File: config.mk
export PLATFORM = sky130hd
export DESIGN_NAME = fan_tach_rpm_meter_top
export DESIGN_NICKNAME = d
export VERILOG_FILES = /design/src/design/ftrm_pkg.sv /design/src/design/fan_tach_rpm_meter_top.sv
export VERILOG_INCLUDE_DIRS = /design/src /design/src/design
export SDC_FILE = /design/constraint.sdc
export NUM_CORES = 2
export LEC_CHECK = 0
export ABC_CLOCK_PERIOD_IN_PS = 8800
export BUFFER_PORTS_ARGS = -buffer_cell sky130_fd_sc_hd__buf_4
export CAP_MARGIN = 5
export CORE_MARGIN = 2
export CORE_UTILIZATION = 40
export CTS_CLUSTER_DIAMETER = 40
export CTS_CLUSTER_SIZE = 16
export DETAILED_ROUTE_END_ITERATION = 8
export GPL_TIMING_DRIVEN = 0
export PLACE_DENSITY = 0.6
export SETUP_SLACK_MARGIN = 0.3
export SYNTH_ARGS = -nofsm -noshare
export SYNTH_HDL_FRONTEND = slang
export SYNTH_SLANG_ARGS = --single-unit
export TNS_END_PERCENT = 20
File: constraint.sdc
create_clock -name clk -period 8.8 [get_ports clk]
set_input_delay 0.44 -clock clk [delete_from_list [all_inputs] [get_ports clk]]
set_output_delay 0.44 -clock clk [all_outputs]
set_load 0.1 [all_outputs]
File: src/design/assert_macros.svh
// Assertion macros shared by the RTL, empty when synthesising.
`ifndef ASSERT_MACROS_SVH
`define ASSERT_MACROS_SVH

`ifndef SYNTHESIS

// Same-cycle implication, checked out of reset.
`define ASSERT_IMPLIES(label, clk, rst_n, ante, cons) \
    label: assert property (@(posedge clk) disable iff (!rst_n) (ante) |-> (cons)) \
        else $error("assertion failed");

// Next-cycle implication, checked out of reset.
`define ASSERT_NEXT(label, clk, rst_n, ante, cons) \
    label: assert property (@(posedge clk) disable iff (!rst_n) (ante) |=> (cons)) \
        else $error("assertion failed");

`else

`define ASSERT_IMPLIES(label, clk, rst_n, ante, cons)
`define ASSERT_NEXT(label, clk, rst_n, ante, cons)

`endif

`endif

File: src/design/ftrm_pkg.sv
// Package for the fan tachometer: types, codes and constants.
`timescale 1ns / 1ps

package ftrm_pkg;

    localparam int NUM_CHANNELS_DEF = 5;

    localparam int COUNT_W = 24;
    localparam int RPM_W   = 16;
    localparam int NUM_W   = 40;   // count * 60000
    localparam int DEN_W   = 36;   // pulses_per_rev * elapsed
    localparam int DSH_W   = 52;   // divisor shifted up by 16
    localparam int QUO_W   = 17;   // quotient incl. overflow bit
    localparam int STEP_W  = 5;

    localparam logic [1:0] MODE_UPDATE = 2'd0;
    localparam logic [1:0] MODE_EDGE   = 2'd1;
    localparam logic [1:0] MODE_QUERY  = 2'd2;

    localparam logic [1:0] REG_WINDOW  = 2'd0;
    localparam logic [1:0] REG_PPR     = 2'd1;
    localparam logic [1:0] REG_MIN_RPM = 2'd2;

    localparam logic [15:0] WINDOW_RST  = 16'd1000;
    localparam logic [3:0]  PPR_RST     = 4'd2;
    localparam logic [15:0] MIN_RPM_RST = 16'd300;

    localparam logic [15:0] MS_PER_MINUTE = 16'd60000;
    localparam logic [STEP_W-1:0] LAST_STEP = 5'd16;

    typedef enum logic [2:0] {
        ST_IDLE,
        ST_DEN,
        ST_MUL,
        ST_DIV,
        ST_STORE,
        ST_PUSH
    } state_t;

endpackage

File: src/design/fan_tach_rpm_meter_top.sv
// Top level of the multi-channel fan tachometer with shared divider.
`timescale 1ns / 1ps
`include "assert_macros.svh"

// Multi-channel fan tachometer.
// Input stream: tuser = mode (update, tach edge, query); tdata carries
// channel, now_ms and duty_nonzero. One result beat per input beat on the
// output stream: rpm_value, stalled, window_closed.
// Edge, query and non-closing update beats go from accept through the
// hand-over state to the result register. An update that closes the
// window runs every channel through one shared 24x16 multiplier and one
// restoring divider: per channel a multiply step, 17 divide steps (one
// quotient bit each, top bit flags rpm overflow) and a write-back.
// tready is high only while the sequencer is idle.
// The output register holds a finished beat while the sink stalls; the
// block may take and work one further beat meanwhile, then waits in the
// hand-over state until the output register frees up.
// Reset (rst_n low, asynchronous) clears pulse counters, latched rpm, the
// window start, the sequencer and the output, and loads register defaults
// (window 1000 ms, 2 pulses/rev, min 300 rpm).
// APB: 0x0 window_ms, 0x4 ppr (pulses per rev), 0x8 min_rpm; pready tied high.
module fan_tach_rpm_meter_top #(
    parameter int NUM_CHANNELS = ftrm_pkg::NUM_CHANNELS_DEF
) (
    input  logic        clk,
    input  logic        rst_n,
    // stream in
    input  logic        s_axis_tvalid,
    output logic        s_axis_tready,
    input  logic [39:0] s_axis_tdata,   // [3:0] channel, [35:4] now_ms, [36] duty_nonzero
    input  logic [1:0]  s_axis_tuser,   // [1:0] mode
    // stream out
    output logic        m_axis_tvalid,
    input  logic        m_axis_tready,
    output logic [23:0] m_axis_tdata,   // [15:0] rpm_value, [16] stalled, [17] window_closed
    // APB configuration
    input  logic        psel,
    input  logic        penable,
    input  logic        pwrite,
    input  logic [3:0]  paddr,
    input  logic [31:0] pwdata,
    output logic [31:0] prdata,
    output logic        pready
);

    localparam int IDX_W = (NUM_CHANNELS > 1) ? $clog2(NUM_CHANNELS) : 1;
    localparam logic [IDX_W-1:0] LAST_IDX = IDX_W'(NUM_CHANNELS - 1);

    // configuration registers
    logic [15:0] window_ms_reg;
    logic [3:0]  ppr_reg;
    logic [15:0] min_rpm_reg;

    // channel state
    logic [ftrm_pkg::COUNT_W-1:0] counters_reg [NUM_CHANNELS];
    logic [ftrm_pkg::RPM_W-1:0]   latched_reg  [NUM_CHANNELS];

    // sequencer
    ftrm_pkg::state_t state_reg, state_next;
    logic [IDX_W-1:0] ch_idx_reg, ch_idx_next;
    logic [31:0] window_start_reg, window_start_next;
    logic [31:0] elapsed_reg, elapsed_next;
    logic [ftrm_pkg::DEN_W-1:0]  den_reg, den_next;
    logic [ftrm_pkg::NUM_W-1:0]  rem_reg, rem_next;
    logic [ftrm_pkg::DSH_W-1:0]  dsh_reg, dsh_next;
    logic [ftrm_pkg::QUO_W-1:0]  quo_reg, quo_next;
    logic [ftrm_pkg::STEP_W-1:0] step_reg, step_next;

    // pending result and output register
    logic [15:0] res_rpm_reg, res_rpm_next;
    logic        res_stalled_reg, res_stalled_next;
    logic        res_closed_reg, res_closed_next;
    logic        out_valid_reg, out_valid_next;
    logic [23:0] out_data_reg, out_data_next;

    // array write ports
    logic                         cnt_we;
    logic [ftrm_pkg::COUNT_W-1:0] cnt_wdata;
    logic                         lat_we;
    logic [ftrm_pkg::RPM_W-1:0]   lat_wdata;

    // input decode
    logic [1:0]  in_mode;
    logic [3:0]  in_channel;
    logic [31:0] in_now;
    logic        in_duty;
    logic        in_ch_ok;
    logic [IDX_W-1:0] in_idx;
    logic [IDX_W-1:0] rd_idx;
    logic [ftrm_pkg::COUNT_W-1:0] cnt_rd;
    logic [ftrm_pkg::RPM_W-1:0]   lat_rd;
    logic [31:0] elapsed;
    logic        close_win;
    logic [3:0]  ppr_eff;
    logic        div_ge;
    logic [ftrm_pkg::RPM_W-1:0] rpm_res;
    logic        cfg_wr;

    assign in_mode    = s_axis_tuser;
    assign in_channel = s_axis_tdata[3:0];
    assign in_now     = s_axis_tdata[35:4];
    assign in_duty    = s_axis_tdata[36];
    assign in_ch_ok   = ({1'b0, in_channel} < 5'(NUM_CHANNELS));
    assign in_idx     = in_channel[IDX_W-1:0];

    // one counter port, shared by edges (idle) and the close sweep
    assign rd_idx = (state_reg == ftrm_pkg::ST_IDLE) ? in_idx : ch_idx_reg;
    assign cnt_rd = counters_reg[rd_idx];
    assign lat_rd = latched_reg[in_idx];

    assign elapsed   = in_now - window_start_reg;
    assign close_win = (elapsed >= {16'b0, window_ms_reg});
    assign ppr_eff   = (ppr_reg == 4'd0) ? 4'd1 : ppr_reg;

    // restoring step: rem is below 2^40, so the subtract fits in 40 bits
    assign div_ge  = ({12'b0, rem_reg} >= dsh_reg);
    assign rpm_res = (den_reg == '0) ? '0 :
                     (quo_reg[16] ? 16'hFFFF : quo_reg[15:0]);

    assign s_axis_tready = (state_reg == ftrm_pkg::ST_IDLE);
    assign m_axis_tvalid = out_valid_reg;
    assign m_axis_tdata  = out_data_reg;
    assign pready        = 1'b1;

    // APB
    assign cfg_wr = psel & penable & pwrite & pready;

    always_comb
    begin
        unique case (paddr[3:2])
            ftrm_pkg::REG_WINDOW:  prdata = {16'b0, window_ms_reg};
            ftrm_pkg::REG_PPR:     prdata = {28'b0, ppr_reg};
            ftrm_pkg::REG_MIN_RPM: prdata = {16'b0, min_rpm_reg};
            default:               prdata = 32'b0;
        endcase
    end

    always_ff @(posedge clk or negedge rst_n)
    begin
        if (!rst_n)
        begin
            window_ms_reg <= ftrm_pkg::WINDOW_RST;
            ppr_reg       <= ftrm_pkg::PPR_RST;
            min_rpm_reg   <= ftrm_pkg::MIN_RPM_RST;
        end
        else if (cfg_wr)
        begin
            unique case (paddr[3:2])
                ftrm_pkg::REG_WINDOW:  window_ms_reg <= pwdata[15:0];
                ftrm_pkg::REG_PPR:     ppr_reg       <= pwdata[3:0];
                ftrm_pkg::REG_MIN_RPM: min_rpm_reg   <= pwdata[15:0];
                default:               ;
            endcase
        end
    end

    // sequencer: next state and datapath
    always_comb
    begin
        state_next        = state_reg;
        ch_idx_next       = ch_idx_reg;
        window_start_next = window_start_reg;
        elapsed_next      = elapsed_reg;
        den_next          = den_reg;
        rem_next          = rem_reg;
        dsh_next          = dsh_reg;
        quo_next          = quo_reg;
        step_next         = step_reg;
        res_rpm_next      = res_rpm_reg;
        res_stalled_next  = res_stalled_reg;
        res_closed_next   = res_closed_reg;
        out_valid_next    = out_valid_reg & ~m_axis_tready;
        out_data_next     = out_data_reg;
        cnt_we            = 1'b0;
        cnt_wdata         = cnt_rd;
        lat_we            = 1'b0;
        lat_wdata         = rpm_res;

        unique case (state_reg)
            ftrm_pkg::ST_IDLE:
            begin
                if (s_axis_tvalid)
                begin
                    res_rpm_next     = '0;
                    res_stalled_next = 1'b0;
                    res_closed_next  = 1'b0;
                    state_next       = ftrm_pkg::ST_PUSH;
                    unique case (in_mode)
                        ftrm_pkg::MODE_UPDATE:
                        begin
                            if (close_win)
                            begin
                                window_start_next = in_now;
                                elapsed_next      = elapsed;
                                ch_idx_next       = '0;
                                state_next        = ftrm_pkg::ST_DEN;
                            end
                        end
                        ftrm_pkg::MODE_EDGE:
                        begin
                            if (in_ch_ok && cnt_rd != '1)
                            begin
                                cnt_we    = 1'b1;
                                cnt_wdata = cnt_rd + 1'b1;
                            end
                        end
                        ftrm_pkg::MODE_QUERY:
                        begin
                            if (in_ch_ok)
                            begin
                                res_rpm_next     = lat_rd;
                                res_stalled_next = in_duty && (lat_rd < min_rpm_reg);
                            end
                        end
                        default: ;
                    endcase
                end
            end

            ftrm_pkg::ST_DEN:
            begin
                den_next   = {32'b0, ppr_eff} * {4'b0, elapsed_reg};
                state_next = ftrm_pkg::ST_MUL;
            end

            ftrm_pkg::ST_MUL:
            begin
                // numerator in, counter cleared for the next window
                rem_next   = {16'b0, cnt_rd} * {24'b0, ftrm_pkg::MS_PER_MINUTE};
                dsh_next   = {den_reg, 16'b0};
                quo_next   = '0;
                step_next  = ftrm_pkg::LAST_STEP;
                cnt_we     = 1'b1;
                cnt_wdata  = '0;
                state_next = ftrm_pkg::ST_DIV;
            end

            ftrm_pkg::ST_DIV:
            begin
                if (div_ge)
                begin
                    rem_next = rem_reg - dsh_reg[ftrm_pkg::NUM_W-1:0];
                end
                quo_next = {quo_reg[ftrm_pkg::QUO_W-2:0], div_ge};
                dsh_next = dsh_reg >> 1;
                if (step_reg == '0)
                begin
                    state_next = ftrm_pkg::ST_STORE;
                end
                else
                begin
                    step_next = step_reg - 1'b1;
                end
            end

            ftrm_pkg::ST_STORE:
            begin
                lat_we = 1'b1;
                if (ch_idx_reg == LAST_IDX)
                begin
                    res_closed_next = 1'b1;
                    state_next      = ftrm_pkg::ST_PUSH;
                end
                else
                begin
                    ch_idx_next = ch_idx_reg + 1'b1;
                    state_next  = ftrm_pkg::ST_MUL;
                end
            end

            ftrm_pkg::ST_PUSH:
            begin
                if (!out_valid_reg || m_axis_tready)
                begin
                    out_valid_next = 1'b1;
                    out_data_next  = {6'b0, res_closed_reg, res_stalled_reg, res_rpm_reg};
                    state_next     = ftrm_pkg::ST_IDLE;
                end
            end

            default: state_next = ftrm_pkg::ST_IDLE;
        endcase
    end

    always_ff @(posedge clk or negedge rst_n)
    begin
        if (!rst_n)
        begin
            state_reg        <= ftrm_pkg::ST_IDLE;
            ch_idx_reg       <= '0;
            window_start_reg <= '0;
            out_valid_reg    <= 1'b0;
        end
        else
        begin
            state_reg        <= state_next;
            ch_idx_reg       <= ch_idx_next;
            window_start_reg <= window_start_next;
            out_valid_reg    <= out_valid_next;
        end
    end

    // datapath, no reset needed
    always_ff @(posedge clk)
    begin
        elapsed_reg     <= elapsed_next;
        den_reg         <= den_next;
        rem_reg         <= rem_next;
        dsh_reg         <= dsh_next;
        quo_reg         <= quo_next;
        step_reg        <= step_next;
        res_rpm_reg     <= res_rpm_next;
        res_stalled_reg <= res_stalled_next;
        res_closed_reg  <= res_closed_next;
        out_data_reg    <= out_data_next;
    end

    // channel arrays
    always_ff @(posedge clk or negedge rst_n)
    begin
        if (!rst_n)
        begin
            for (int i = 0; i < NUM_CHANNELS; i++)
            begin
                counters_reg[i] <= '0;
                latched_reg[i]  <= '0;
            end
        end
        else
        begin
            if (cnt_we)
            begin
                counters_reg[rd_idx] <= cnt_wdata;
            end
            if (lat_we)
            begin
                latched_reg[ch_idx_reg] <= lat_wdata;
            end
        end
    end

    // checks
    `ASSERT_IMPLIES(a_div_step_range, clk, rst_n,
        state_reg == ftrm_pkg::ST_DIV, step_reg <= ftrm_pkg::LAST_STEP)
    `ASSERT_NEXT(a_load_from_push, clk, rst_n,
        state_reg != ftrm_pkg::ST_PUSH && !(out_valid_reg && !m_axis_tready),
        !out_valid_reg)
    `ASSERT_NEXT(a_close_clears_counter, clk, rst_n,
        state_reg == ftrm_pkg::ST_MUL, counters_reg[ch_idx_reg] == '0)

endmodule
==> impl_metrics.tcl <==
set metrics [dict create \
    status "finished, final reports clean" \
    yosysWarnings 0 \
    synth-edff-count 218 \
    yosysUniqueCellTypes 88 \
    tightestPinTransition_ns 1.170 \
    area_growth_pct 16.36 \
    worstSetupStartpointType "flop" \
    crit_type "flop to flop" \
    cts_inserted_buffers 81 \
    setup_viol 0 \
    dp_hpwl_um 64100 \
    initial_utilization_pct 40.20 \
    period_minus_slack_ns 8.092 \
    cts_tree "built" \
    critical_path.top_delay_family "adder cells" \
    path_buf_inv 4 \
    startpoint "state_reg[2]" \
    avgRoutedWirePerCell_um 18.13 \
    layout-drive-gt1-share_pct 13.07 \
    grt_pass1_wl_um 137600 \
    wl_um 86010 \
    hold_slack_ns 0.03723 \
    reg2regPathDepth 27 \
    antenna_found_initial 0 \
    io_buffers 98 \
    grt_max_degree 108 \
    die_x_um 293.1 \
    clk_pin_slew_ns 0.06 \
    fin_nets 4075 \
    final_max_slew_viol_count 0 \
    path_depth 27 \
    hold_depth 3 \
    cts_sinks 493 \
    cp.required_ns 9.23 \
    final_hold_viol_count 0 \
    end_kind "flop" \
    first_global_vias 25130 \
    crit_arrival_ns 8.52 \
    syn_area_per_cell_um2 9.952 \
    yosysMostFrequentCell "nand2_1" \
    reg2reg_slack_ns 0.71 \
    drtIter0Drc 1486 \
    powerDensity_nw_per_um2 361.3 \
    grt_util_all_layers_pct 20.23 \
    hp-class "primary input to flop" \
    yosysSeqAreaShare_pct 40.21 \
    power_leakage_nw 17.66 \
    diodes 0 \
    synth_top_cell_by_area "dfrtp_1" \
    cts_root_buffer "clkbuf_16" \
    yosysTopAreaCellShare_pct 19.76 \
    cp_slowest_cell "fa_1" \
    fillers 7804 \
    clockBufferDepth 3 \
    grt_setup_unrepaired "yes" \
    place.gp.congestion 0.8633 \
    stdcell_area_um2 38900 \
    vdd_drop_max_v 0.0001994 \
    relSlewSlack_pct 21.94 \
    fmax_mhz 123.6 \
    synth.area.top_cells "dfrtp_1 20%, edfxtp_1 20%, fa_1 9.3%" \
    ys_async_sr_fraction_pct 55.78 \
    die_area_um2 85900 \
    cap_violations 0 \
    ant_nets 0 \
    timing.final.crit_share_pct 91.96 \
    die_height_um 293.1 \
    finClkSkew_ns 0.07893 \
    dpl-instance-area_um2 35750 \
    drc 0 \
    core_area_um2 83160 \
    synth_common_cells "494 x nand2_1, 334 x o21ai_0, 332 x inv_1" \
    clkLatencyLatePin_ns 0.65 \
    regArea_um2 13440 \
    synth_seq_cells 493 \
    synth_area_um2 33430 \
    htreeDepth 3 \
    cp_common_cell "fa_1" \
    cp_max_fo 10 \
    yosys_most_used_dff "dfrtp_1" \
    cp_slowest_stage_delay_ns 0.55 \
    rows 106 \
    vias 25020 \
    largest_register_ffs 120 \
    r2r-start "state_reg[2]" \
    hp-start "pwdata[15]" \
    vias_per_cell 5.274 \
    top_level_ports 144 \
    drt_first_pass_iters 5 \
    netlist_instances 3359 \
    grt-ovfl-total 0 \
    multi_input_area_um2 18290 \
]
## layout make-up
cell class / instances / area share (%)
clock buffers: 85 / 5.276
inverters: 336 / 3.252
plain buffers: 150 / 1.843
well taps: 1080 / 3.474
repair buffers: 133 / 2.811
multi-input cells: 2401 / 47.01
flip-flops and latches: 493 / 34.56
clock inverters: 66 / 1.772
## metrics by stage
stage | TNS [ns] | instances | utilization [%] | power, mW | setup WS (ns)
floorplan | 0 | 3380 | - | 8.938 | 0.3730
global placement | -9.382 | 4558 | 42.80 | 10.63 | -1.279
detailed placement | -11.98 | 4566 | 42.99 | 10.72 | -1.409
CTS | 0 | 4726 | 46.50 | 14.05 | 0.3477
global route | 0 | 4744 | 46.77 | 15.17 | 0.2791
finish | 0 | 4744 | 46.77 | 14.05 | 0.7080
## timing repair
action | CTS | global route
hold endpoints to repair | 68 | 0
pin swaps | 3 | 11
endpoints found under the setup margin | 19 | 5
gates resized for setup | 30 | 28
hold buffers | 1 | 0
setup buffers | 8 | 18
## final timing paths
path,to
setup / recovery,rem_reg[38]
hold / removal,min_rpm_reg[15]
setup reg to reg,rem_reg[38]
hold reg to reg,m_axis_tdata[10]
max in group asynchronous,counters_reg[106]
min in group asynchronous,latched_reg[53]
## worst register-to-register path: stages, from the launching register on
cell	delay (ns)
dfrtp_1	0.46
nor4b_4	0.51
or2_2	0.20
clkbuf_4	0.24
buf_6	0.23
mux4_2	0.34
a22oi_1	0.38
inv_1	0.13
ha_1	0.38
xor2_1	0.20
fa_1	0.48
fa_1	0.51
fa_1	0.52
fa_1	0.55
inv_1	0.04
ha_1	0.31
o21ai_0	0.09
nor2_1	0.11
o41ai_4	0.38
o32a_1	0.26
nand3_1	0.14
a311o_1	0.31
a21o_1	0.20
a21oi_2	0.17
o21ai_0	0.13
xor2_1	0.29
nand2_1	0.18
o21ai_2	0.13
## routing by layer
metal	track usage (%)	routed length (um)
met1	27.15	38530
met4	6.467	2272
met2	33.36	40680
met3	3.434	4527
met5	0	0
## cell usage in the layout, fill, tap and decap left out, types with 15 or more instances in the layout
| cell type | count |
|---|---|
| nand4_1 | 18 |
| xnor2_1 | 101 |
| xor2_1 | 46 |
| clkbuf_16 | 81 |
| o21a_1 | 23 |
| o21bai_1 | 32 |
| nor3_1 | 45 |
| clkbuf_1 | 97 |
| mux2_2 | 46 |
| dfrtp_1 | 264 |
| a21oi_1 | 152 |
| nand2_1 | 492 |
| nor2_1 | 132 |
| edfxtp_1 | 218 |
| a21o_1 | 63 |
| a22o_1 | 20 |
| ha_1 | 239 |
| and2_1 | 23 |
| inv_1 | 329 |
| buf_2 | 15 |
| fa_1 | 155 |
| a31oi_1 | 19 |
| conb_1 | 23 |
| nor2b_1 | 76 |
| nand3_1 | 45 |
| and3_1 | 35 |
| nand2b_1 | 23 |
| mux2i_1 | 22 |
| nor4_1 | 20 |
| o21ai_0 | 331 |
| mux4_2 | 34 |
| buf_4 | 149 |
## cells by family after synthesis
logic type / Yosys count / synth area share, %
compound gates: 764 / 13.84
mux: 106 / 4.637
flops: 493 / 40.21
other cells: 2 / 0.02247
simple gates: 964 / 13.31
buf+inv: 486 / 5.817
xor+xnor: 149 / 3.904
fa+ha+maj: 395 / 18.26
## report_power, final
part	switching [mW]	total [mW]	internal [mW]
clock network	1.28	3.18	1.90
logic	4.38	7.13	2.75
registers	0.319	3.75	3.43
total	5.98	14.1	8.07
No activity file was read; power rests on OpenSTA's default activity.
